### config.mk
export PLATFORM = sky130hd
export DESIGN_NAME = packet_class_stats_counter_top
export DESIGN_NICKNAME = d
export VERILOG_FILES = /design/src/rtl/pcsc_pkg.sv /design/src/rtl/pcsc_front.sv /design/src/rtl/pcsc_queue.sv /design/src/rtl/pcsc_back.sv /design/src/rtl/packet_class_stats_counter_top.sv
export SDC_FILE = /design/constraint.sdc
export NUM_CORES = 1
export LEC_CHECK = 0
export BUFFER_PORTS_ARGS = -buffer_cell sky130_fd_sc_hd__buf_2
export CORE_MARGIN = 2
export CORE_UTILIZATION = 40
export CTS_BUF_LIST = sky130_fd_sc_hd__clkbuf_2
export CTS_CLUSTER_SIZE = 24
export DETAILED_ROUTE_END_ITERATION = 10
export PLACE_DENSITY = 0.56
export REMOVE_ABC_BUFFERS = 1
export SLEW_MARGIN = 40
export SYNTH_ARGS = -nofsm -noshare
export SYNTH_HDL_FRONTEND = slang
export SYNTH_SLANG_ARGS = --single-unit
### constraint.sdc
create_clock -name i_clk -period 8.5 [get_ports i_clk]
set_input_delay 0.85 -clock i_clk [delete_from_list [all_inputs] [get_ports i_clk]]
set_output_delay 0.85 -clock i_clk [all_outputs]
set_load 0.005 [all_outputs]
### src/rtl/pcsc_pkg.sv
// Package for the packet class statistics counter.
// Holds item and record types, header offsets, class codes and default sizes.
// No dependencies.
`timescale 1ns / 1ps
`default_nettype none

package pcsc_pkg;

    localparam int DEF_COUNT_WIDTH = 32;
    localparam int DEF_QUEUE_DEPTH = 4;

    localparam int POS_W  = 7;
    localparam int LEN_W  = 16;
    localparam int SUM_W  = 48;
    localparam int OUT_CW = 32;

    // Header layout, as byte positions within the frame.
    localparam logic [POS_W-1:0] TYPE_OFFSET  = 7'd12;
    localparam logic [POS_W-1:0] NET_HDR_POS  = 7'd14;
    localparam logic [POS_W-1:0] PROTO_OFFSET = 7'd23;
    // TCP flags sit at NET_HDR_POS + 13 + 4 * IHL.
    localparam logic [POS_W-1:0] FLAG_BASE    = 7'd27;
    localparam logic [POS_W-1:0] POS_MAX      = 7'd127;

    localparam logic [15:0] ETH_IPV4    = 16'h0800;
    localparam logic [15:0] ETH_ARP     = 16'h0806;
    localparam logic [7:0]  PROTO_TCP   = 8'd6;
    localparam logic [7:0]  PROTO_UDP   = 8'd17;
    localparam logic [7:0]  SYN_PATTERN = 8'h02;

    localparam logic [1:0] FC_IPV4  = 2'd0;
    localparam logic [1:0] FC_ARP   = 2'd1;
    localparam logic [1:0] FC_OTHER = 2'd2;

    localparam logic [1:0] TC_UDP   = 2'd0;
    localparam logic [1:0] TC_TCP   = 2'd1;
    localparam logic [1:0] TC_OTHER = 2'd2;

    // Indexes into the class counter bank.
    localparam int CNT_IPV4 = 0;
    localparam int CNT_ARP  = 1;
    localparam int CNT_TCP  = 2;
    localparam int CNT_SYN  = 3;
    localparam int CNT_UDP  = 4;
    localparam int CNT_NUM  = 5;

    typedef struct packed {
        logic [7:0]       data_byte;
        logic             packet_start;
        logic             packet_end;
        logic [LEN_W-1:0] wire_length;
    } t_in_item;

    typedef struct packed {
        logic [1:0]        frame_class;
        logic [1:0]        transport_class;
        logic              syn_only;
        logic [OUT_CW-1:0] packet_total;
        logic [SUM_W-1:0]  byte_total;
        logic [OUT_CW-1:0] ipv4_total;
        logic [OUT_CW-1:0] arp_total;
        logic [OUT_CW-1:0] tcp_total;
        logic [OUT_CW-1:0] tcp_syn_total;
        logic [OUT_CW-1:0] udp_total;
    } t_out_item;

    // One classified frame, handed from the parser to the counter stage.
    typedef struct packed {
        logic [1:0]       frame_class;
        logic [1:0]       transport_class;
        logic             syn_only;
        logic [LEN_W-1:0] wire_length;
    } t_cls_rec;

endpackage

`default_nettype wire

### src/rtl/pcsc_front.sv
// Frame parser: captures header fields byte by byte and classifies the frame.
// Depends on pcsc_pkg.
`timescale 1ns / 1ps
`default_nettype none

module pcsc_front
    import pcsc_pkg::*;
(
    input  wire logic     i_clk,
    input  wire logic     i_rst_n,
    input  wire logic     i_accept,
    input  wire t_in_item i_item,
    output logic          o_rec_push,
    output t_cls_rec      o_rec
);

    logic [POS_W-1:0] r_pos, n_pos;
    logic [15:0]      r_etype, n_etype;
    logic [7:0]       r_proto, n_proto;
    logic [3:0]       r_ihl, n_ihl;
    logic [7:0]       r_flags, n_flags;

    logic [POS_W-1:0] pos_b;
    logic [POS_W-1:0] flag_pos;
    logic [15:0]      etype_b;
    logic [7:0]       proto_b;
    logic [3:0]       ihl_b;
    logic [7:0]       flags_b;

    always_comb begin
        // A start mark clears the frame before this byte is taken in.
        pos_b   = i_item.packet_start ? '0 : r_pos;
        etype_b = i_item.packet_start ? '0 : r_etype;
        proto_b = i_item.packet_start ? '0 : r_proto;
        ihl_b   = i_item.packet_start ? '0 : r_ihl;
        flags_b = i_item.packet_start ? '0 : r_flags;

        flag_pos = FLAG_BASE + {1'b0, ihl_b, 2'b00};

        n_etype = etype_b;
        n_proto = proto_b;
        n_ihl   = ihl_b;
        n_flags = flags_b;
        if (pos_b == TYPE_OFFSET) begin
            n_etype = {i_item.data_byte, etype_b[7:0]};
        end else if (pos_b == TYPE_OFFSET + 7'd1) begin
            n_etype = {etype_b[15:8], i_item.data_byte};
        end else if (pos_b == NET_HDR_POS) begin
            n_ihl = i_item.data_byte[3:0];
        end else if (pos_b == PROTO_OFFSET) begin
            n_proto = i_item.data_byte;
        end else if (pos_b == flag_pos) begin
            n_flags = i_item.data_byte;
        end

        n_pos = (pos_b < POS_MAX) ? pos_b + 7'd1 : pos_b;

        if (n_etype == ETH_IPV4) begin
            o_rec.frame_class = FC_IPV4;
        end else if (n_etype == ETH_ARP) begin
            o_rec.frame_class = FC_ARP;
        end else begin
            o_rec.frame_class = FC_OTHER;
        end

        o_rec.syn_only = 1'b0;
        if (n_proto == PROTO_TCP) begin
            o_rec.transport_class = TC_TCP;
            o_rec.syn_only        = (n_flags == SYN_PATTERN);
        end else if (n_proto == PROTO_UDP) begin
            o_rec.transport_class = TC_UDP;
        end else begin
            o_rec.transport_class = TC_OTHER;
        end

        o_rec.wire_length = i_item.wire_length;
    end

    assign o_rec_push = i_accept && i_item.packet_end;

    always_ff @(posedge i_clk) begin
        if (!i_rst_n) begin
            r_pos   <= '0;
            r_etype <= '0;
            r_proto <= '0;
            r_ihl   <= '0;
            r_flags <= '0;
        end else if (i_accept) begin
            if (i_item.packet_end) begin
                // The next byte opens a new frame even without a start mark.
                r_pos   <= '0;
                r_etype <= '0;
                r_proto <= '0;
                r_ihl   <= '0;
                r_flags <= '0;
            end else begin
                r_pos   <= n_pos;
                r_etype <= n_etype;
                r_proto <= n_proto;
                r_ihl   <= n_ihl;
                r_flags <= n_flags;
            end
        end
    end

endmodule

`default_nettype wire

### src/rtl/pcsc_queue.sv
// Short register queue that decouples the parser from the counter stage.
// Depends on pcsc_pkg.
`timescale 1ns / 1ps
`default_nettype none

module pcsc_queue
    import pcsc_pkg::*;
#(
    parameter int DEPTH = DEF_QUEUE_DEPTH
) (
    input  wire logic     i_clk,
    input  wire logic     i_rst_n,
    input  wire logic     i_push,
    input  wire t_cls_rec i_rec,
    output logic          o_full,
    input  wire logic     i_pop,
    output t_cls_rec      o_rec,
    output logic          o_empty
);

    localparam int PTR_W = (DEPTH > 1) ? $clog2(DEPTH) : 1;
    localparam int CNT_W = $clog2(DEPTH + 1);
    localparam logic [PTR_W-1:0] LAST = PTR_W'(DEPTH - 1);
    localparam logic [CNT_W-1:0] FULL_CNT = CNT_W'(DEPTH);

    t_cls_rec         r_mem [DEPTH];
    logic [PTR_W-1:0] r_wr_ptr, r_rd_ptr;
    logic [CNT_W-1:0] r_count;
    logic             do_push, do_pop;

    assign o_full  = (r_count == FULL_CNT);
    assign o_empty = (r_count == '0);
    assign o_rec   = r_mem[r_rd_ptr];
    assign do_push = i_push && !o_full;
    assign do_pop  = i_pop && !o_empty;

    always_ff @(posedge i_clk) begin
        if (do_push) begin
            r_mem[r_wr_ptr] <= i_rec;
        end
    end

    always_ff @(posedge i_clk) begin
        if (!i_rst_n) begin
            r_wr_ptr <= '0;
            r_rd_ptr <= '0;
            r_count  <= '0;
        end else begin
            if (do_push) begin
                r_wr_ptr <= (r_wr_ptr == LAST) ? '0 : r_wr_ptr + PTR_W'(1);
            end
            if (do_pop) begin
                r_rd_ptr <= (r_rd_ptr == LAST) ? '0 : r_rd_ptr + PTR_W'(1);
            end
            if (do_push && !do_pop) begin
                r_count <= r_count + CNT_W'(1);
            end else if (do_pop && !do_push) begin
                r_count <= r_count - CNT_W'(1);
            end
        end
    end

endmodule

`default_nettype wire

### src/rtl/pcsc_back.sv
// Counter stage: updates the statistics counters and holds the output item.
// Depends on pcsc_pkg.
`timescale 1ns / 1ps
`default_nettype none

module pcsc_back
    import pcsc_pkg::*;
#(
    parameter int COUNT_WIDTH = DEF_COUNT_WIDTH
) (
    input  wire logic     i_clk,
    input  wire logic     i_rst_n,
    input  wire t_cls_rec i_rec,
    input  wire logic     i_rec_empty,
    output logic          o_rec_pop,
    input  wire logic     i_pop,
    output logic          o_empty,
    output t_out_item     o_item
);

    logic [COUNT_WIDTH-1:0] r_frames;
    logic [COUNT_WIDTH-1:0] r_cls_cnt [CNT_NUM];
    logic [SUM_W-1:0]       r_bytes;
    logic                   r_valid;
    logic [1:0]             r_fclass;
    logic [1:0]             r_tclass;
    logic                   r_syn;

    logic [63:0] frames_ext;
    logic [63:0] ipv4_ext, arp_ext, tcp_ext, syn_ext, udp_ext;

    // Counters only move when a new item lands in the output register, so
    // the output item can be read straight from them.
    assign o_rec_pop = !i_rec_empty && (!r_valid || i_pop);
    assign o_empty   = !r_valid;

    always_ff @(posedge i_clk) begin
        if (!i_rst_n) begin
            r_valid  <= 1'b0;
            r_frames <= '0;
            r_bytes  <= '0;
            for (int k = 0; k < CNT_NUM; k++) begin
                r_cls_cnt[k] <= '0;
            end
        end else if (o_rec_pop) begin
            r_valid  <= 1'b1;
            r_frames <= r_frames + COUNT_WIDTH'(1);
            r_bytes  <= r_bytes + SUM_W'(i_rec.wire_length);
            if (i_rec.frame_class == FC_IPV4) begin
                r_cls_cnt[CNT_IPV4] <= r_cls_cnt[CNT_IPV4] + COUNT_WIDTH'(1);
            end else if (i_rec.frame_class == FC_ARP) begin
                r_cls_cnt[CNT_ARP] <= r_cls_cnt[CNT_ARP] + COUNT_WIDTH'(1);
            end
            if (i_rec.transport_class == TC_TCP) begin
                r_cls_cnt[CNT_TCP] <= r_cls_cnt[CNT_TCP] + COUNT_WIDTH'(1);
                if (i_rec.syn_only) begin
                    r_cls_cnt[CNT_SYN] <= r_cls_cnt[CNT_SYN] + COUNT_WIDTH'(1);
                end
            end else if (i_rec.transport_class == TC_UDP) begin
                r_cls_cnt[CNT_UDP] <= r_cls_cnt[CNT_UDP] + COUNT_WIDTH'(1);
            end
        end else if (i_pop) begin
            r_valid <= 1'b0;
        end
    end

    always_ff @(posedge i_clk) begin
        if (o_rec_pop) begin
            r_fclass <= i_rec.frame_class;
            r_tclass <= i_rec.transport_class;
            r_syn    <= i_rec.syn_only;
        end
    end

    assign frames_ext = 64'(r_frames);
    assign ipv4_ext   = 64'(r_cls_cnt[CNT_IPV4]);
    assign arp_ext    = 64'(r_cls_cnt[CNT_ARP]);
    assign tcp_ext    = 64'(r_cls_cnt[CNT_TCP]);
    assign syn_ext    = 64'(r_cls_cnt[CNT_SYN]);
    assign udp_ext    = 64'(r_cls_cnt[CNT_UDP]);

    always_comb begin
        o_item.frame_class     = r_fclass;
        o_item.transport_class = r_tclass;
        o_item.syn_only        = r_syn;
        o_item.packet_total    = frames_ext[OUT_CW-1:0];
        o_item.byte_total      = r_bytes;
        o_item.ipv4_total      = ipv4_ext[OUT_CW-1:0];
        o_item.arp_total       = arp_ext[OUT_CW-1:0];
        o_item.tcp_total       = tcp_ext[OUT_CW-1:0];
        o_item.tcp_syn_total   = syn_ext[OUT_CW-1:0];
        o_item.udp_total       = udp_ext[OUT_CW-1:0];
    end

endmodule

`default_nettype wire

### src/rtl/packet_class_stats_counter_top.sv
// A frame's result passes the queue entry, then the counter register, on its way
// to the output, which it reaches once the output side is free. Throughput: one
// byte per cycle; the parser takes a byte every cycle unless the record queue is
// full; the counter stage retires one record a cycle while the output side is free.
// Reset (synchronous, active low) clears the captures, the queue and all counters.
`timescale 1ns / 1ps
`default_nettype none

module packet_class_stats_counter_top
    import pcsc_pkg::*;
#(
    parameter int COUNT_WIDTH = DEF_COUNT_WIDTH,
    parameter int QUEUE_DEPTH = DEF_QUEUE_DEPTH
) (
    input  wire logic     i_clk,
    input  wire logic     i_rst_n,
    input  wire logic     push,
    output logic          full,
    input  wire t_in_item i_item,
    output t_out_item     o_item,
    output logic          empty,
    input  wire logic     pop
);

    logic     accept;
    logic     q_push, q_full, q_pop, q_empty;
    t_cls_rec rec_in, rec_out;

    assign full   = q_full;
    assign accept = push && !q_full;

    pcsc_front u_front (
        .i_clk      (i_clk),
        .i_rst_n    (i_rst_n),
        .i_accept   (accept),
        .i_item     (i_item),
        .o_rec_push (q_push),
        .o_rec      (rec_in)
    );

    pcsc_queue #(
        .DEPTH (QUEUE_DEPTH)
    ) u_queue (
        .i_clk   (i_clk),
        .i_rst_n (i_rst_n),
        .i_push  (q_push),
        .i_rec   (rec_in),
        .o_full  (q_full),
        .i_pop   (q_pop),
        .o_rec   (rec_out),
        .o_empty (q_empty)
    );

    pcsc_back #(
        .COUNT_WIDTH (COUNT_WIDTH)
    ) u_back (
        .i_clk       (i_clk),
        .i_rst_n     (i_rst_n),
        .i_rec       (rec_out),
        .i_rec_empty (q_empty),
        .o_rec_pop   (q_pop),
        .i_pop       (pop),
        .o_empty     (empty),
        .o_item      (o_item)
    );

    // A frame end is never pushed into a full queue.
    a_no_overflow: assert property (@(posedge i_clk) disable iff (!i_rst_n)
        q_push |-> !q_full)
        else $error("record pushed into full queue");

    // A record taken from the queue always shows up as the next output item.
    a_pop_lands: assert property (@(posedge i_clk) disable iff (!i_rst_n)
        q_pop |=> !empty)
        else $error("queue record lost on its way to the output");

    // A SYN flag only ever comes with a TCP transport class.
    a_syn_tcp: assert property (@(posedge i_clk) disable iff (!i_rst_n)
        (!empty && o_item.syn_only) |-> (o_item.transport_class == TC_TCP))
        else $error("SYN flag on a non-TCP item");

endmodule

`default_nettype wire

# [After elaboration in Yosys (flattened, before gate mapping)]
# Memories as Yosys holds them, arrays and structs flattened. A register that Yosys moved wholly into a read port is not among the register bits.
# Index checks and enable logic that the tools add are counted.
[totals] ff_bits=136 mem_bits_rw=244 in_bits=30 out_inout_bits=247 elab_cells=137 memories=2
[mem_list] name="u_back.r_cls_cnt" words=5 word_bits=32 read_ports=5 rd_ports_with_merged_regs=0 write_ports=5 line_no="pcsc_back.sv:22" rtl="logic [COUNT_WIDTH-1:0] r_cls_cnt [CNT_NUM];"
[mem_list] name="u_queue.r_mem" words=4 word_bits=21 read_ports=1 rd_ports_with_merged_regs=1 write_ports=1 line_no="pcsc_queue.sv:26" rtl="t_cls_rec r_mem [DEPTH];"
[op_classes] addsub=13 magnitude_cmp=1 n_eq_ne=15 n_mux=69 n_bitwise=5 n_reduce_logical=18
[op_table] operator="$add A32 B1 Y32 const B" n=6
[op_table] operator="$mux W32" n=5
[op_table] operator="$mux W8" n=14
[op_table] operator="$add A48 B16 Y48" n=1
[op_table] operator="$mux W16" n=3
[op_table] operator="$eq A16 B12 Y1 const B" n=2
[op_table] operator="$mux W1" n=29
[op_table] operator="$eq A7 B4 Y1 const B" n=3
[op_table] operator="$mux W7" n=3
[op_table] operator="$mux W4" n=5
[op_table] operator="$mux W2" n=8
[op_table] operator="$eq A8 B2 Y1 const B" n=1
[op_table] operator="$eq A8 B3 Y1 const B" n=1
[op_table] operator="$eq A8 B5 Y1 const B" n=1
[op_table] operator="$add A5 B6 Y7 const A" n=1
[op_table] operator="$add A7 B1 Y7 const B" n=1
[op_table] operator="$eq A7 B5 Y1 const B" n=1
[op_table] operator="$eq A7 B7 Y1" n=1
[op_table] operator="$logic_and A1 B1 Y1" n=7
[op_table] operator="$lt A7 B7 Y1 const B" n=1
[op_table] operator="$mux W3" n=2
[op_table] operator="$logic_not A1 Y1" n=5
[op_table] operator="$or A1 B1 Y1" n=5
[op_table] operator="$add A2 B1 Y2 const B" n=2
[op_table] operator="other kinds (9)" n=13

# [Logic depth before layout (Yosys ltp)]
[depth] depth_word=10 mapped_depth=14

# [Hierarchy]
# A second synthesis with hierarchy kept.
[hier_totals] hier_cells=1727 area_unflattened_um2=18679.2
[by_module_without_submodules] mod="pcsc_back" instances=1 cells_each=1284 area_each_um2=12695.9 seq_area_each_um2=6576.3
[by_module_without_submodules] mod="pcsc_queue" instances=1 cells_each=160 area_each_um2=3537.1 seq_area_each_um2=2702.6
[by_module_without_submodules] mod="pcsc_front" instances=1 cells_each=282 area_each_um2=2432.3 seq_area_each_um2=860.8
[by_module_without_submodules] mod="packet_class_stats_counter_top" instances=1 cells_each=1 area_each_um2=13.8 seq_area_each_um2=0.0

# [Worst setup path after synthesis]
# Ideal clock, no wire load.
[synth_timing] kind="in2reg" start="input pop" end="memory u_back.r_cls_cnt[0][100] (netlist bit), enable pin" setup_time_ns=0.466 arrival_ns=3.997 t_required_ns=8.034 slack_ns=4.037 cell_stages=8 n_path_buf=1 path_cell_list="nor2b_1 > or2_1 > buf_2 > clkinv_2 > nand2_1 > nor2_1 > nand2_1 > o21ai_0"
[synth_rtl] element="start: declaration" line_no="packet_class_stats_counter_top.sv:22" rtl="input wire logic pop"
[synth_rtl] element="end: declaration" line_no="pcsc_back.sv:22"

==> flow_summary_export.csv <==
group,metric,value,unit
status,status,"completed",
grt,grt_start_max_net_pins,104,
yosys,netlist_instances,1725,
grt,grt_pass1_vias,14000,
clock_network,cts.clk_slew.worst_paths,0.10,ns
clock_network,clkLatencyLatePin,1.05,ns
clock_network,cts_made_buffers,104,
worst_setup_path,path_max_fanout,103,
routing,vias_per_cell,5.22,
clock_network,cts_tree,"done",
routing,post_drt_wl_per_cell,16.7,um
placed_design,place_congestion,0.815,
sta,final-max-slew-violation-count,0,
sta,setup_viol,0,
grt,grt_use_met1,24.8,%
worst_setup_path,worstSetupPathType,"reg -> reg",
grt,grt.met3_usage,4.54,%
grt,grt_pass1_wl,73.2,mm
worst_hold_path,min_path_type,"in -> reg",
floorplan,rows,78,
floorplan,dieArea,47600,um^2
floorplan,ioPinCount,277,
clock_network,cts-root-buf,"clkbuf_2",
yosys,ys_async_sr_fraction,0,%
routing,ant_nets,0,
placed_design,placed_area,20400,um^2
yosys,syn_avg_cell_area,10.6,um^2
finish,drive_above_1_share,23.6,%
sta,final.min_clock_period,4.17,ns
pwr,power_density,223,nW/um^2
yosys,synth.ff_latch_count,382,
sta,timing.hold.ws,0.185,ns
yosys,synth_edf_count,249,
yosys,synth.distinct_cells,74,
routing,vias,14400,
sta,fin_crit_sh,49.1,%
sta,worstMarginPinSlew,0.816,ns
worst_setup_path,regToRegStartpoint,"u_queue.r_count[0]",
grt,grt_use_met2,30.6,%
worst_setup_path,crit_start,"u_queue.r_count[0]",
sta,hold_viol_final,0,
sta,max_freq,0.240,GHz
finish,syn2layout_area_growth,17.2,%
finish,postLayoutCellArea,21500,um^2
floorplan,initial_core_util,40.5,%
worst_setup_path,critPathLaunchType,"flip-flop",
routing,dr.pass1.iters,6,
floorplan,die_w,218,um
finish,nets,2139,
yosys,yosysWarnings,0,
floorplan,core,45400,um^2
pwr,leakagePower,0.00820,uW
finish,final_util,47.4,%
sta,finClkSkew,0.0470,ns
routing,first_iter_violations,871,
yosys,ys_seq_area_share,55.2,%
sta,fin_setup_tns,0,ns
worst_setup_path,cp-end-kind,"flip-flop",
placed_design,io_buffer_count,276,
run,drv_cap,0,
grt,grt-ovfl-total,0,
sta,slew_headroom,45.6,%
yosys,synth_area,18400,um^2
routing,routed_wl,46.0,mm
placed_design,place_hpwl,31.0,mm
sta,rsz0062_at_grt,"no",
clock_network,cts_buffer_depth,3,
floorplan,die_h,218,um
yosys,synthFlopType,"edfxtp_1",
routing,drc_errors,0,
pwr,ir_drop,0.000112,V
grt,grt_busiest_layer,"met2",
grt,antenna_found_initial,1,
grt,grt_usage,19.1,%
worst_setup_path,worstPathArrival,4.90,ns
clock_network,cts_sinks,382,
clock_network,htree_levels,3,
worst_hold_path,hold_path_startpoint,"i_item[19]",
worst_setup_path,cp.required,9.23,ns
state kept, by name, indices dropped and copies added, names as in the netlist, named ones only:
name and cells:
u_queue.r_mem 84, u_back.r_fclass 2, u_back.r_cls_cnt 160, u_front.r_ihl 4, u_front.r_etype 16, u_back.r_frames 32
u_front.r_flags 8, u_back.r_syn 1, u_queue.r_wr_ptr 2, u_front.r_pos 7, u_back.r_tclass 2, u_back.r_valid 1
u_front.r_proto 8, u_back.r_bytes 48, u_queue.r_rd_ptr 2, u_queue.r_count 3
layer usage:
metal	up-vias	share of wire, %
li1	7042	-
met1	6908	45
met2	380	46
met3	82	6.1
met4	0	2.8
met5	-	0
synth_stat cells (5+ instances only):
cell	number	area, um^2
o21ai_0	56	280
xor2_1	118	1030
edfxtp_1	249	7480
o31ai_1	19	143
nor3_1	31	155
and4_1	11	96.3
clkbuf_1	42	158
o2111ai_1	6	52.6
inv_1	31	116
nand4_1	46	288
mux2i_1	7	70.1
o21a_1	7	52.6
a32o_1	8	80.1
and2_1	9	56.3
a211oi_1	5	37.5
nor2b_1	21	131
nor2_1	261	980
buf_2	23	115
o211ai_1	8	60.1
nor4_1	8	50.1
and3_1	43	269
or4_1	16	120
dfxtp_1	133	2660
a21oi_1	83	415
mux4_2	21	473
nand2b_1	8	50.1
a22oi_1	25	188
nand3_1	98	490
or3_1	36	225
a21o_1	6	45.0
nand2_1	133	499
ha_1	33	413
xnor2_1	58	508
power breakdown:
part           switching, uW  internal (uW)  total, uW
sequential               151           2170       2320
clock                    768            494       1260
combinational            729            479       1210
total                   1650           3140       4790
final timing paths:
path | end | slack, ns | depth (start not counted)
setup / recovery | u_back.r_cls_cnt[0][67] | 4.33 | 10
hold / removal | u_front.r_flags[1] | 0.18 | 2
hold reg to reg | u_front.r_etype[2] | 0.49 | 2
setup reg to reg | u_back.r_cls_cnt[0][67] | 4.33 | 10
cell type report:
cell class / count / area, um^2
multi-input combinational: 1238 / 7850
sequential: 382 / 10100
clock buffer: 158 / 791
clock inverter: 34 / 130
tap: 600 / 751
antenna: 1 / 2.50
timing repair buffer: 315 / 1730
inverter: 33 / 126
fill: 4376 / 23900
cell usage in the layout, fill, tap and decap left out, types with 7 or more instances in the layout:
| cell type | count |
|---|---|
| a21oi_1 | 83 |
| a22oi_1 | 25 |
| a32o_1 | 8 |
| and2_1 | 9 |
| and3_1 | 43 |
| and4_1 | 11 |
| buf_2 | 276 |
| buf_4 | 17 |
| clkbuf_2 | 158 |
| clkinv_1 | 29 |
| dfxtp_1 | 133 |
| dlygate4sd3_1 | 21 |
| edfxtp_1 | 249 |
| ha_1 | 33 |
| inv_1 | 31 |
| mux2i_1 | 7 |
| mux4_2 | 21 |
| nand2_1 | 133 |
| nand2b_1 | 7 |
| nand3_1 | 98 |
| nand4_1 | 46 |
| nor2_1 | 260 |
| nor2b_1 | 21 |
| nor3_1 | 29 |
| nor4_1 | 7 |
| o211ai_1 | 8 |
| o21ai_0 | 55 |
| o31ai_1 | 17 |
| or3_1 | 36 |
| or4_1 | 16 |
| xnor2_1 | 58 |
| xor2_1 | 118 |
per-stage QoR:
step | setup WS [ns] | total power, uW | std cells
floorplan | 0.645 | 3120 | 1653
global placement | 3.55 | 3540 | 2547
detailed placement | 3.63 | 3570 | 2547
CTS | 4.19 | 4870 | 2760
global route | 3.91 | 5120 | 2761
finish | 4.33 | 4790 | 2761
kinds of logic after synthesis:
group / Yosys count / synth area share [%]
DFF: 382 / 55.2
AOI/OAI and AO/OA: 247 / 8.42
adders and majority gates: 35 / 2.47
and+or+nand+nor: 752 / 20.2
xor gates and xnor gates: 176 / 8.39
muxes: 28 / 2.96
buffers and inverters: 105 / 2.40
worst max-delay path: stages, from the launching register on:
cell and delay (ns):
dfxtp_1 0.37, nor3_2 0.32, or2_1 0.15, buf_4 0.33
clkinv_2 0.60, nand2_1 0.45, nor2_1 0.13, nor2_4 0.12
buf_4 0.50, buf_6 0.63, nor2_1 0.11
timing repair:
action                    CTS  global route
hold buffers               21             0
gates resized for setup     0             0
setup buffers               0             0
hold endpoints to repair   70             0
Power figures use the tool's default switching activity.
